**src/design/dock_keyboard_scan_decoder_assert.svh**
```systemverilog
// Assertion macros shared by the dock keyboard decoder modules.
// Each macro checks one implication on the rising clock edge while reset is released.
`ifndef DOCK_KEYBOARD_SCAN_DECODER_ASSERT_SVH
`define DOCK_KEYBOARD_SCAN_DECODER_ASSERT_SVH

`ifndef SYNTH
// The consequent must hold in the same cycle as the antecedent.
`define DKBD_ASSERT_IMP(label, clk, rstn, ante, cons) \
    label: assert property (@(posedge clk) disable iff (!rstn) (ante) |-> (cons)) \
        else $error("dock keyboard decoder: assertion failed");
// The consequent must hold in the cycle after the antecedent.
`define DKBD_ASSERT_NXT(label, clk, rstn, ante, cons) \
    label: assert property (@(posedge clk) disable iff (!rstn) (ante) |=> (cons)) \
        else $error("dock keyboard decoder: assertion failed");
`else
`define DKBD_ASSERT_IMP(label, clk, rstn, ante, cons)
`define DKBD_ASSERT_NXT(label, clk, rstn, ante, cons)
`endif

`endif

```
**src/design/dkbd_pkg.sv**
```systemverilog
package dkbd_pkg;

    // Key map size and key index widths.
    localparam int NUM_KEYS  = 128;
    localparam int KEY_W     = 7;
    localparam int KEY_IDX_W = (NUM_KEYS > 1) ? $clog2(NUM_KEYS) : 1;

    // Configuration port.
    localparam int CFG_IDX_W  = 3;
    localparam int CFG_DATA_W = 16;

    // Result queue.
    localparam int MAX_RESULTS = 2;
    localparam int Q_DEPTH     = 4;
    localparam int Q_PTR_W     = 2;
    localparam int Q_CNT_W     = 3;

    // Fixed byte codes and time limits.
    localparam logic [7:0]  CAPS_ON_ECHO      = 8'hca;
    localparam logic [7:0]  CAPS_OFF_ECHO     = 8'hcb;
    localparam logic [15:0] RESTORE_WINDOW_MS = 16'd1000;
    localparam logic [15:0] MS_MAX            = 16'hffff;

    // Configuration reset values.
    localparam logic [7:0]       US_CODE_RST   = 8'd0;
    localparam logic [7:0]       UK_CODE_RST   = 8'd1;
    localparam logic [15:0]      HS_DELAY_RST  = 16'd500;
    localparam logic [15:0]      HOLD_MS_RST   = 16'd333;
    localparam logic [KEY_W-1:0] PREV_KEY_RST  = 7'h45;
    localparam logic [KEY_W-1:0] NEXT_KEY_RST  = 7'h48;
    localparam logic [KEY_W-1:0] LOW_KEY_RST   = 7'd0;
    localparam logic [KEY_W-1:0] HIGH_KEY_RST  = 7'd127;

    typedef enum logic [CFG_IDX_W-1:0] {
        CFG_US_CODE  = 3'd0,
        CFG_UK_CODE  = 3'd1,
        CFG_HS_DELAY = 3'd2,
        CFG_HOLD_MS  = 3'd3,
        CFG_PREV_KEY = 3'd4,
        CFG_NEXT_KEY = 3'd5,
        CFG_LOW_KEY  = 3'd6,
        CFG_HIGH_KEY = 3'd7
    } cfg_index_t;

    typedef enum logic [1:0] {
        KIND_SCAN       = 2'd0,
        KIND_TICK       = 2'd1,
        KIND_CONNECT    = 2'd2,
        KIND_DISCONNECT = 2'd3
    } kind_t;

    typedef enum logic [1:0] {
        LAYOUT_UNKNOWN = 2'd0,
        LAYOUT_US      = 2'd1,
        LAYOUT_UK      = 2'd2
    } layout_t;

    typedef enum logic [2:0] {
        EV_KEY_CHANGE  = 3'd0,
        EV_US_LAYOUT   = 3'd1,
        EV_UK_LAYOUT   = 3'd2,
        EV_NEXT_TRACK  = 3'd3,
        EV_PREV_TRACK  = 3'd4,
        EV_RELEASE_ALL = 3'd5
    } event_t;

    typedef struct packed {
        logic [7:0]       us_code;
        logic [7:0]       uk_code;
        logic [15:0]      hs_delay;
        logic [15:0]      hold_ms;
        logic [KEY_W-1:0] prev_key;
        logic [KEY_W-1:0] next_key;
        logic [KEY_W-1:0] low_key;
        logic [KEY_W-1:0] high_key;
    } cfg_t;

    typedef struct packed {
        event_t           ev;
        logic [KEY_W-1:0] key;
        logic             pressed;
        logic             last;
    } result_t;

    // Builds one result word with the last flag cleared.
    function automatic result_t make_res(event_t ev, logic [KEY_W-1:0] key, logic pressed);
        result_t r;
        r.ev      = ev;
        r.key     = key;
        r.pressed = pressed;
        r.last    = 1'b0;
        return r;
    endfunction

endpackage

```
**src/design/dkbd_cfg_regs.sv**
```systemverilog
module dkbd_cfg_regs
    import dkbd_pkg::*;
(
    input  logic                  aclk,
    input  logic                  aresetn,
    input  logic                  cfg_we,
    input  logic [CFG_IDX_W-1:0]  cfg_index,
    input  logic [CFG_DATA_W-1:0] cfg_data,
    output cfg_t                  cfg
);

    cfg_t cfg_reg;
    cfg_t cfg_next;

    // Register write decode.
    always_comb begin
        cfg_next = cfg_reg;
        if (cfg_we) begin
            case (cfg_index_t'(cfg_index))
                CFG_US_CODE:  cfg_next.us_code  = cfg_data[7:0];
                CFG_UK_CODE:  cfg_next.uk_code  = cfg_data[7:0];
                CFG_HS_DELAY: cfg_next.hs_delay = cfg_data[15:0];
                CFG_HOLD_MS:  cfg_next.hold_ms  = cfg_data[15:0];
                CFG_PREV_KEY: cfg_next.prev_key = cfg_data[KEY_W-1:0];
                CFG_NEXT_KEY: cfg_next.next_key = cfg_data[KEY_W-1:0];
                CFG_LOW_KEY:  cfg_next.low_key  = cfg_data[KEY_W-1:0];
                CFG_HIGH_KEY: cfg_next.high_key = cfg_data[KEY_W-1:0];
                default:      cfg_next = cfg_reg;
            endcase
        end
    end

    always_ff @(posedge aclk) begin
        if (!aresetn) begin
            cfg_reg.us_code  <= US_CODE_RST;
            cfg_reg.uk_code  <= UK_CODE_RST;
            cfg_reg.hs_delay <= HS_DELAY_RST;
            cfg_reg.hold_ms  <= HOLD_MS_RST;
            cfg_reg.prev_key <= PREV_KEY_RST;
            cfg_reg.next_key <= NEXT_KEY_RST;
            cfg_reg.low_key  <= LOW_KEY_RST;
            cfg_reg.high_key <= HIGH_KEY_RST;
        end else begin
            cfg_reg <= cfg_next;
        end
    end

    assign cfg = cfg_reg;

endmodule

```
**src/design/dkbd_core.sv**
```systemverilog
`include "dock_keyboard_scan_decoder_assert.svh"

module dkbd_core
    import dkbd_pkg::*;
(
    input  logic       aclk,
    input  logic       aresetn,
    input  logic       fire,
    input  kind_t      kind,
    input  logic [7:0] scan_byte,
    input  cfg_t       cfg,
    output logic [1:0] res_cnt,
    output result_t    res0,
    output result_t    res1
);

    layout_t              layout_reg, layout_next;
    layout_t              saved_layout_reg, saved_layout_next;
    logic                 hs_done_reg, hs_done_next;
    logic [15:0]          ms_conn_reg, ms_conn_next;
    logic [15:0]          ms_disc_reg, ms_disc_next;
    logic [NUM_KEYS-1:0]  key_down_reg, key_down_next;
    logic                 long_hold_reg, long_hold_next;
    logic                 hold_run_reg, hold_run_next;
    logic [15:0]          hold_cnt_reg, hold_cnt_next;
    logic [KEY_W-1:0]     held_key_reg, held_key_next;

    // A key index is valid for the map only below the map size.
    function automatic logic key_in_map(logic [KEY_W-1:0] key);
        return {1'b0, key} < (KEY_W + 1)'(NUM_KEYS);
    endfunction

    function automatic logic key_is_down(logic [NUM_KEYS-1:0] map, logic [KEY_W-1:0] key);
        return key_in_map(key) && map[key[KEY_IDX_W-1:0]];
    endfunction

    // State update and result generation for one item.
    always_comb begin
        logic             press;
        logic [KEY_W-1:0] key;
        logic             first_v, second_v;
        result_t          first_r, second_r;
        event_t           media_ev;

        layout_next       = layout_reg;
        saved_layout_next = saved_layout_reg;
        hs_done_next      = hs_done_reg;
        ms_conn_next      = ms_conn_reg;
        ms_disc_next      = ms_disc_reg;
        key_down_next     = key_down_reg;
        long_hold_next    = long_hold_reg;
        hold_run_next     = hold_run_reg;
        hold_cnt_next     = hold_cnt_reg;
        held_key_next     = held_key_reg;

        press    = ~scan_byte[7];
        key      = scan_byte[KEY_W-1:0];
        first_v  = 1'b0;
        second_v = 1'b0;
        first_r  = make_res(EV_KEY_CHANGE, '0, 1'b0);
        second_r = make_res(EV_KEY_CHANGE, '0, 1'b0);
        media_ev = (held_key_reg == cfg.next_key) ? EV_NEXT_TRACK : EV_PREV_TRACK;

        if (fire) begin
            case (kind)
                KIND_SCAN: begin
                    if (layout_reg == LAYOUT_UNKNOWN) begin
                        // The first byte matching a layout code sets the layout.
                        if (scan_byte == cfg.us_code) begin
                            layout_next = LAYOUT_US;
                            second_v    = 1'b1;
                            second_r    = make_res(EV_US_LAYOUT, '0, 1'b0);
                        end else if (scan_byte == cfg.uk_code) begin
                            layout_next = LAYOUT_UK;
                            second_v    = 1'b1;
                            second_r    = make_res(EV_UK_LAYOUT, '0, 1'b0);
                        end
                    end else if (!hs_done_reg) begin
                        // Bytes are dropped until the handshake delay is seen to pass.
                        if (ms_conn_reg >= cfg.hs_delay) begin
                            hs_done_next = 1'b1;
                        end
                    end else if (scan_byte != CAPS_ON_ECHO && scan_byte != CAPS_OFF_ECHO &&
                                 key >= cfg.low_key && key <= cfg.high_key &&
                                 key_in_map(key)) begin
                        // Repair a repeated press or a stray release first.
                        if (press && key_down_reg[key[KEY_IDX_W-1:0]]) begin
                            first_v = 1'b1;
                            first_r = make_res(EV_KEY_CHANGE, key, 1'b0);
                        end else if (!press && !key_down_reg[key[KEY_IDX_W-1:0]]) begin
                            first_v = 1'b1;
                            first_r = make_res(EV_KEY_CHANGE, key, 1'b1);
                        end
                        key_down_next[key[KEY_IDX_W-1:0]] = press;
                        if (key == cfg.prev_key || key == cfg.next_key) begin
                            if (press) begin
                                held_key_next = key;
                                hold_run_next = 1'b1;
                                hold_cnt_next = cfg.hold_ms;
                            end else if (long_hold_reg) begin
                                long_hold_next = 1'b0;
                                second_v       = 1'b1;
                                second_r       = make_res(EV_KEY_CHANGE, key, 1'b0);
                            end
                        end else begin
                            second_v = 1'b1;
                            second_r = make_res(EV_KEY_CHANGE, key, press);
                        end
                    end
                end
                KIND_TICK: begin
                    if (ms_conn_reg != MS_MAX) begin
                        ms_conn_next = ms_conn_reg + 16'd1;
                    end
                    if (ms_disc_reg != MS_MAX) begin
                        ms_disc_next = ms_disc_reg + 16'd1;
                    end
                    // Hold timer: counts down and fires on the tick that reaches zero.
                    if (hold_run_reg) begin
                        if (hold_cnt_reg > 16'd1) begin
                            hold_cnt_next = hold_cnt_reg - 16'd1;
                        end else begin
                            hold_cnt_next = '0;
                            hold_run_next = 1'b0;
                            if (key_is_down(key_down_reg, cfg.prev_key) ||
                                key_is_down(key_down_reg, cfg.next_key)) begin
                                long_hold_next = 1'b1;
                                second_v       = 1'b1;
                                second_r       = make_res(EV_KEY_CHANGE, held_key_reg, 1'b1);
                            end else begin
                                long_hold_next = 1'b0;
                                first_v        = 1'b1;
                                first_r        = make_res(media_ev, '0, 1'b1);
                                second_v       = 1'b1;
                                second_r       = make_res(media_ev, '0, 1'b0);
                            end
                        end
                    end
                end
                KIND_CONNECT: begin
                    ms_conn_next = '0;
                    if (ms_disc_reg < RESTORE_WINDOW_MS) begin
                        layout_next = saved_layout_reg;
                    end
                end
                KIND_DISCONNECT: begin
                    saved_layout_next = layout_reg;
                    layout_next       = LAYOUT_UNKNOWN;
                    hs_done_next      = 1'b0;
                    ms_disc_next      = '0;
                    key_down_next     = '0;
                    if (|key_down_reg) begin
                        second_v = 1'b1;
                        second_r = make_res(EV_RELEASE_ALL, '0, 1'b0);
                    end
                end
                default: begin
                    layout_next = layout_reg;
                end
            endcase
        end

        // Pack the results in order and mark the final one.
        if (first_v) begin
            res0    = first_r;
            res1    = second_r;
            res_cnt = second_v ? 2'd2 : 2'd1;
        end else begin
            res0    = second_r;
            res1    = second_r;
            res_cnt = second_v ? 2'd1 : 2'd0;
        end
        res0.last = (res_cnt == 2'd1);
        res1.last = 1'b1;
    end

    always_ff @(posedge aclk) begin
        if (!aresetn) begin
            layout_reg       <= LAYOUT_UNKNOWN;
            saved_layout_reg <= LAYOUT_UNKNOWN;
            hs_done_reg      <= 1'b0;
            ms_conn_reg      <= '0;
            ms_disc_reg      <= MS_MAX;
            key_down_reg     <= '0;
            long_hold_reg    <= 1'b0;
            hold_run_reg     <= 1'b0;
            hold_cnt_reg     <= '0;
            held_key_reg     <= '0;
        end else begin
            layout_reg       <= layout_next;
            saved_layout_reg <= saved_layout_next;
            hs_done_reg      <= hs_done_next;
            ms_conn_reg      <= ms_conn_next;
            ms_disc_reg      <= ms_disc_next;
            key_down_reg     <= key_down_next;
            long_hold_reg    <= long_hold_next;
            hold_run_reg     <= hold_run_next;
            hold_cnt_reg     <= hold_cnt_next;
            held_key_reg     <= held_key_next;
        end
    end

    // A disconnect leaves no layout, no handshake and no key down.
    `DKBD_ASSERT_NXT(a_disc_clears, aclk, aresetn, fire && kind == KIND_DISCONNECT, layout_reg == LAYOUT_UNKNOWN && !hs_done_reg && key_down_reg == '0)

endmodule

```
**src/design/dkbd_out_queue.sv**
```systemverilog
`include "dock_keyboard_scan_decoder_assert.svh"

module dkbd_out_queue
    import dkbd_pkg::*;
(
    input  logic               aclk,
    input  logic               aresetn,
    input  logic [1:0]         push_n,
    input  result_t            push0,
    input  result_t            push1,
    output logic [Q_CNT_W-1:0] free_cnt,
    output logic               out_valid,
    input  logic               out_ready,
    output result_t            out_res
);

    result_t            mem_reg [Q_DEPTH];
    logic [Q_PTR_W-1:0] wr_ptr_reg, wr_ptr_next;
    logic [Q_PTR_W-1:0] rd_ptr_reg, rd_ptr_next;
    logic [Q_CNT_W-1:0] cnt_reg, cnt_next;
    logic               pop;
    logic [Q_PTR_W-1:0] wr_ptr_plus1;

    assign pop          = out_valid && out_ready;
    assign wr_ptr_plus1 = wr_ptr_reg + Q_PTR_W'(1);

    // Pointer and fill count update.
    always_comb begin
        wr_ptr_next = wr_ptr_reg + Q_PTR_W'(push_n);
        rd_ptr_next = rd_ptr_reg + Q_PTR_W'(pop);
        cnt_next    = cnt_reg + Q_CNT_W'(push_n) - Q_CNT_W'(pop);
    end

    always_ff @(posedge aclk) begin
        if (!aresetn) begin
            wr_ptr_reg <= '0;
            rd_ptr_reg <= '0;
            cnt_reg    <= '0;
        end else begin
            wr_ptr_reg <= wr_ptr_next;
            rd_ptr_reg <= rd_ptr_next;
            cnt_reg    <= cnt_next;
        end
    end

    // Result word storage; up to two words are written per cycle.
    always_ff @(posedge aclk) begin
        if (push_n != 2'd0) begin
            mem_reg[wr_ptr_reg] <= push0;
        end
        if (push_n == 2'd2) begin
            mem_reg[wr_ptr_plus1] <= push1;
        end
    end

    assign out_valid = (cnt_reg != '0);
    assign out_res   = mem_reg[rd_ptr_reg];
    assign free_cnt  = Q_CNT_W'(Q_DEPTH) - cnt_reg;

    // The queue never holds more words than it has room for.
    `DKBD_ASSERT_IMP(a_cnt_bound, aclk, aresetn, 1'b1, cnt_reg <= Q_CNT_W'(Q_DEPTH))
    // A push never writes over words not yet taken.
    `DKBD_ASSERT_IMP(a_push_fits, aclk, aresetn, push_n != 2'd0, Q_CNT_W'(push_n) <= free_cnt)

endmodule

```
**src/design/dock_keyboard_scan_decoder.sv**
```systemverilog
// Dock keyboard scan decoder. Each input word (scan byte, millisecond tick, connect or
// disconnect) is taken into an input register, decoded against the layout,
// handshake, key map and hold timer state, and its zero, one or two result words are
// written into a four-word result queue; the first result word is valid on the m_ side
// once the input register has passed the word to the core and the queue has stored its
// results. A new input word can be accepted every clock
// as long as the queue has room for two more words, so the sustained rate is one input
// word per clock, limited only by the output side taking one result word per clock.
// Configuration writes take effect at the next clock and should be made while idle.
module dock_keyboard_scan_decoder
    import dkbd_pkg::*;
(
    input  logic                  aclk,
    input  logic                  aresetn,
    // Configuration write port.
    input  logic                  cfg_we,
    input  logic [CFG_IDX_W-1:0]  cfg_index,
    input  logic [CFG_DATA_W-1:0] cfg_data,
    // Input stream.
    input  logic                  s_tvalid,
    output logic                  s_tready,
    input  logic [7:0]            s_tdata,   // [7:0] scan_byte
    input  logic [1:0]            s_tuser,   // [1:0] kind
    // Result stream.
    output logic                  m_tvalid,
    input  logic                  m_tready,
    output logic [7:0]            m_tdata,   // [6:0] key_index, [7] pressed
    output logic [2:0]            m_tuser,   // [2:0] event_res
    output logic                  m_tlast
);

    cfg_t               cfg;
    logic               stage_valid_reg, stage_valid_next;
    kind_t              stage_kind_reg;
    logic [7:0]         stage_byte_reg;
    logic               stage_fire;
    logic               s_accept;
    logic [1:0]         res_cnt;
    result_t            res0, res1;
    logic [Q_CNT_W-1:0] q_free;
    result_t            q_head;

    dkbd_cfg_regs u_cfg (
        .aclk      (aclk),
        .aresetn   (aresetn),
        .cfg_we    (cfg_we),
        .cfg_index (cfg_index),
        .cfg_data  (cfg_data),
        .cfg       (cfg)
    );

    // Input register: the held word is decoded once the queue has room for its results.
    assign stage_fire = stage_valid_reg && (q_free >= Q_CNT_W'(MAX_RESULTS));
    assign s_tready   = !stage_valid_reg || stage_fire;
    assign s_accept   = s_tvalid && s_tready;

    always_comb begin
        stage_valid_next = stage_valid_reg;
        if (s_accept) begin
            stage_valid_next = 1'b1;
        end else if (stage_fire) begin
            stage_valid_next = 1'b0;
        end
    end

    always_ff @(posedge aclk) begin
        if (!aresetn) begin
            stage_valid_reg <= 1'b0;
        end else begin
            stage_valid_reg <= stage_valid_next;
        end
    end

    always_ff @(posedge aclk) begin
        if (s_accept) begin
            stage_kind_reg <= kind_t'(s_tuser);
            stage_byte_reg <= s_tdata;
        end
    end

    dkbd_core u_core (
        .aclk      (aclk),
        .aresetn   (aresetn),
        .fire      (stage_fire),
        .kind      (stage_kind_reg),
        .scan_byte (stage_byte_reg),
        .cfg       (cfg),
        .res_cnt   (res_cnt),
        .res0      (res0),
        .res1      (res1)
    );

    dkbd_out_queue u_queue (
        .aclk      (aclk),
        .aresetn   (aresetn),
        .push_n    (res_cnt),
        .push0     (res0),
        .push1     (res1),
        .free_cnt  (q_free),
        .out_valid (m_tvalid),
        .out_ready (m_tready),
        .out_res   (q_head)
    );

    // Result word packing.
    assign m_tdata = {q_head.pressed, q_head.key};
    assign m_tuser = q_head.ev;
    assign m_tlast = q_head.last;

endmodule
```
**config.mk**
```make
export PLATFORM = sky130hd
export DESIGN_NAME = dock_keyboard_scan_decoder
export DESIGN_NICKNAME = d
export VERILOG_FILES = /design/src/design/dkbd_pkg.sv /design/src/design/dkbd_cfg_regs.sv /design/src/design/dkbd_core.sv /design/src/design/dkbd_out_queue.sv /design/src/design/dock_keyboard_scan_decoder.sv
export VERILOG_INCLUDE_DIRS = /design/src /design/src/design
export SDC_FILE = /design/constraint.sdc
export NUM_CORES = 1
export LEC_CHECK = 0
export BUFFER_PORTS_ARGS = -buffer_cell sky130_fd_sc_hd__buf_4
export CAP_MARGIN = 40
export CORE_MARGIN = 2
export CORE_UTILIZATION = 55
export CTS_CLUSTER_DIAMETER = 100
export DETAILED_ROUTE_END_ITERATION = 10
export GPL_ROUTABILITY_DRIVEN = 0
export PLACE_DENSITY_LB_ADDON = 0.15
export SLEW_MARGIN = 40
export SYNTH_ARGS = -nofsm -noshare
export SYNTH_HDL_FRONTEND = slang
export SYNTH_SLANG_ARGS = --single-unit
export TNS_END_PERCENT = 100
```
**constraint.sdc**
```tcl
create_clock -name aclk -period 5.2 [get_ports aclk]
set_input_delay 0.78 -clock aclk [delete_from_list [all_inputs] [get_ports aclk]]
set_output_delay 0.78 -clock aclk [all_outputs]
set_load 0.02 [all_outputs]
```
### Yosys cells after proc, flatten, opt, wreduce, memory -nomap -nowiden

Memories as Yosys holds them, arrays and structs flattened. A register that Yosys moved wholly into a read port is not among the register bits.
Index checks and enable logic that the tools add are counted.

| word-level totals | value |
|---|---|
| memories | 1 |
| register bits | 284 |
| word-level logic and storage cells | 234 |
| RAM bits | 48 |
| bits of input ports | 34 |

| operators by class | value |
|---|---|
| equal/unequal tests | 34 |
| muxes and demuxes | 110 |
| magnitude comparators | 10 |
| bitwise operators | 2 |
| reduce and logical (&&, ||, !) cells | 44 |
| $add $sub $neg | 9 |

Memory list:

| memory | depth | width | read ports | clocked after memory_dff | wr ports | line | source |
|---|---|---|---|---|---|---|---|
| u_queue.mem_reg | 4 | 12 | 1 | 1 | 2 | dkbd_out_queue.sv:17 | `result_t mem_reg [Q_DEPTH];` |

Operator list:

| operator | count |
|---|---|
| 128-bit two-way mux | 3 |
| 128-bit one-hot mux with 2 select lines | 1 |
| 12-bit two-way mux | 20 |
| 16-bit two-way mux | 9 |
| 128-bit bitwise mux | 1 |
| 128-bit OR reduction | 1 |
| 16-bit one-hot mux with 2 select lines | 3 |
| 1-bit two-way mux | 50 |
| 12-bit one-hot mux with 3 select lines | 1 |
| 16-bit by 1-bit adder with 16-bit output, second input constant | 2 |
| 16-bit inequality test, second input constant | 2 |
| 7-bit by 8-bit < comparator with 1-bit output, second input constant | 3 |
| 12-bit one-hot mux with 2 select lines | 1 |
| 1-bit binary-select mux with 7-bit select | 3 |
| 7-bit == test | 3 |
| 9-bit two-way mux | 2 |
| 2-bit AND reduction | 9 |
| 8-bit == test | 2 |
| 16-bit greater-or-equal comparator | 1 |
| 16-bit by 1-bit greater-than comparator with 1-bit output, second input constant | 1 |
| 16-bit by 10-bit < comparator with 1-bit output, second input constant | 1 |
| 2-bit by 1-bit inequality test with 1-bit output, second input constant | 8 |
| 8-bit inequality test, second input constant | 2 |
| 16-bit by 1-bit subtractor with 16-bit output, second input constant | 1 |
| 37 further kinds | 79 |

### Logic depth before layout (Yosys ltp)

| logic depth | value |
|---|---|
| word-level depth | 15 |
| depth in mapped cells | 21 |

### Cells and area by module

From an unflattened synthesis, not the netlist that was laid out.

| unflattened totals | value |
|---|---|
| cell total of the unflattened synthesis | 2,098 |
| area, all modules | 19,762.7 sq um |

By module, submodules not included:

| module | area each (sq um) | cells an instance | seq. area each (sq um) | instances |
|---|---|---|---|---|
| dkbd_core | 13,609.3 | 1,628 | 3,803.6 | 1 |
| dkbd_cfg_regs | 2,949.1 | 285 | 1,521.5 | 1 |
| dkbd_out_queue | 2,842.7 | 167 | 1,581.5 | 1 |
| dock_keyboard_scan_decoder | 361.6 | 18 | 320.3 | 1 |

### Worst setup path after synthesis

No wires, ideal clock.

| timing path | value |
|---|---|
| kind | flip-flop to flip-flop |
| start point | register stage_byte_reg[1] |
| end point | memory u_queue.mem_reg[2][3] (netlist bit), data pin |
| slack | -0.147 ns |
| data arrival time | 5.215 ns |
| stages on the path, launching flop included | 20 |
| data required time | 5.068 ns |
| clock period less this slack | 5.347 ns |
| cell sequence | edfxtp_1 > clkbuf_1 > nor2b_1 > and2_1 > clkbuf_1 > clkbuf_1 > a221oi_1 > nand4_1 > o211ai_1 > o21ai_0 > mux4_2 > ha_1 > nor3_2 > o21a_1 > ha_1 > nand2_1 > o21ai_0 > nand2_1 > nor2_1 > a22o_1 |

RTL lines:

| item | line | source |
|---|---|---|
| start: declaration | dock_keyboard_scan_decoder.sv:35 | `logic [7:0] stage_byte_reg;` |
| start signal: assignment | dock_keyboard_scan_decoder.sv:77 | `stage_byte_reg <= s_tdata;` |
| end: declaration | dkbd_out_queue.sv:17 |  |

==> results.txt <==
status - complete, no violations
First-pass DRT Iterations - 6
DP HPWL - 41550 um
CTS Root Cell - clkbuf_16
ys flop type - dfxtp_1
Pwr per Cell Area - 324.1 nW/um^2
gr usage total - 33.78%
Crit path top cell by count - nand2_1
fmax - 201.0 MHz
H-tree levels - 2
max-cap violations - 0
setup TNS - 0 ns
total of warnings raised by yosys - 0
WP data arrival - 5.41 ns
LEAKAGE - 7.764 nW
DRC viols - 0
GRT Max-Usage Layer - met2
Syn Nets - 2322
Die Ht - 192.8 um
Fill cells - 3001
fin util - 62.32%
Skew-Pair Late Insertion Delay - 0.57 ns
final hold viol count - 0
via density per instance - 6.614
Worst Path Buf+Inv - 2
Multi-input gate area - 11520 sq um
Peak supply drop - 380.2 uV
post-synth top area share - 28.39%
final-report max-slew violation count - 0
Gate power share - 20.9%
clock power share - 39.0%
grt met3 use - 5.437%
Worst-path clk slew - 0.06 ns
TritonCTS buffer count - 38
Fin Clk Skew - 0.01538 ns
min Tclk post-route - 4.976 ns
WL/cell - 22.99 um
register area share after synthesis - 36.67%
sw power - 2.192 mW
register bit total from synthesis - 332
Initial Util - 55.51%
Area Overhead vs Synth - 12.27%
Yosys cell types - 68
clk sinks - 332
Setup-failing EPs final - 0
pin count of the biggest net entering global routing - 129
DP Cell Count - 2656
Synth Instances - 2241
Vias - 18036
Required @ worst endpoint - 5.64 ns
Post-synth EDFFs - 54
die area - 37160 sq um
met2 usage - 54.54%
fin crit share - 95.69%
top post-synthesis cells by area - dfxtp_1, edfxtp_1, mux4_2, a21boi_0, nand2_1
Avg Cell Area, Syn - 8.747 sq um
Setup CP Type - reg -> reg
slowest stage delay, CP - 0.59 ns
initial antenna violation count - 0
final net count - 2319
area leader, netlist - dfxtp_1
Overflow after GRT - 0
register area - 7193 sq um
hold bufs inserted after CTS - 0
startpoint types - flip-flop
mapped cell area - 19600 sq um
layout cells sized above 1 - 14.34%
Worst Hold Class - in -> reg
synth cell count leaders - nand2_1, dfxtp_1, o21ai_0
port buffer count - 47
Die Width - 192.8 um
Cell Chain, Critical Path - nand2_1 > nor2_2 > buf_4 > a22oi_1 > nand4_1 > o21ai_0 > o21ai_0 > mux4_2 > ha_1 > nor3_2 > o21a_1 > inv_1 > ha_1 > or3_1 > nand2_1 > nand2_1 > nor2_1 > a22o_1
Slew @ Worst Pin - 0.8263 ns
# diodes - 0
global-route wire length before repair - 97660 um
row count - 69
WL final - 62700 um
CTS tree - built
Worst path slowest cell - edfxtp_1
Longest Clk Path Bufs - 3
Switching Share - 30.74%
1st-iter DRT viols - 2013
part of the power in registers - 40.1%
delay-heaviest family, CP - simple AND/OR/NAND/NOR gates
crit-path max FO - 11
fin cells - 2727
Slew headroom - 44.41%
CP endpoint kind - flip-flop
CORE AREA - 35310 sq um
vias in the first global route - 17417
Cell Int Power - 4.940 mW
Final ANT Viol Nets - 0
RSZ-0062 raised after global routing - no
Global Route met1 Usage - 42.65%
max FFs per register - 128
io pins - 48
cell with the most instances after synthesis - nand2_1
Async S/R FF share, synth - 0%
area by class of cell:
| type | count | area share (%) |
|---|---|---|
| multi-input cells | 1664 | 52.37 |
| flip-flops and latches | 332 | 32.69 |
| repair buffers | 147 | 5.595 |
| clock buffers | 56 | 5.060 |
| clock inverters | 12 | 0.7335 |
| inverters | 55 | 0.9381 |
| well taps | 461 | 2.621 |
per-stage QoR:
step	power, mW	hold WS, ns	setup slack, ns	area [sq um]
6_report	7.132	0.3871	0.2243	22010
5_1_grt	7.386	0.3837	0.006078	22010
4_1_cts	7.138	0.3659	0.3131	21960
3_5_place_dp	4.368	0.4594	0.3438	20690
3_3_place_gp	4.324	0.4535	0.3263	20620
2_1_floorplan	3.847	0.4310	0.1020	19600
timing repair:
| item | in CTS | in global routing |
|---|---|---|
| gates resized for setup | 0 | 1 |
| setup endpoints to repair | 0 | 3 |
| buffers inserted | 0 | 2 |
power by group through the flow:
stage	clock network [mW]	registers (mW)	logic [mW]
2_1_floorplan	0	2.82	1.02
3_3_place_gp	0	2.93	1.40
3_5_place_dp	0	2.92	1.45
4_1_cts	2.81	2.86	1.47
5_1_grt	2.90	2.88	1.61
6_report	2.78	2.86	1.49
cell usage in the layout (no fill, tap or decap), types with 22 or more instances in the layout:
master	Yosys	final
mux2i_1	37	37
mux4_2	67	67
a22oi_1	49	49
o21ai_0	184	182
nand4_1	39	39
a21boi_0	177	177
inv_1	55	55
dfxtp_1	278	273
nand2_1	326	326
a21oi_1	163	163
a22o_1	37	37
ha_1	46	46
nor2_1	100	85
nor2b_1	42	42
buf_4	4	134
clkbuf_16	0	39
edfxtp_1	54	54
xnor2_1	43	43
nand3_1	35	35
xor2_1	28	28
nor4_1	40	39
o211ai_1	22	22
routing by layer:
layer / vias to the layer above / share of wire (%) / wire (um)
li1: 8187 / - / -
met1: 8575 / 39 / 24650
met2: 1017 / 46 / 28950
met5: - / 0 / 0
met3: 257 / 8.5 / 5336
met4: 0 / 6.0 / 3765
final timing paths:
kind,startpoint,to,slack [ns],depth (start not counted)
min reg2reg,u_cfg.cfg[45],u_cfg.cfg[45],0.47,2
min,s_tdata[6],stage_byte_reg[6],0.39,1
max,stage_byte_reg[2],u_queue.mem_reg[0][8],0.22,18
max reg2reg,stage_byte_reg[2],u_queue.mem_reg[0][8],0.22,18
logic make-up after synthesis:
group	share of synthesized area, %
muxes	11.18
and+or+nand+nor	16.73
buffers and inverters	5.056
xor gates and xnor gates	3.172
AOI/OAI and AO/OA	24.16
adders and majority gates	3.038
DFF	36.67
No activity file was read; power rests on OpenSTA's default activity.
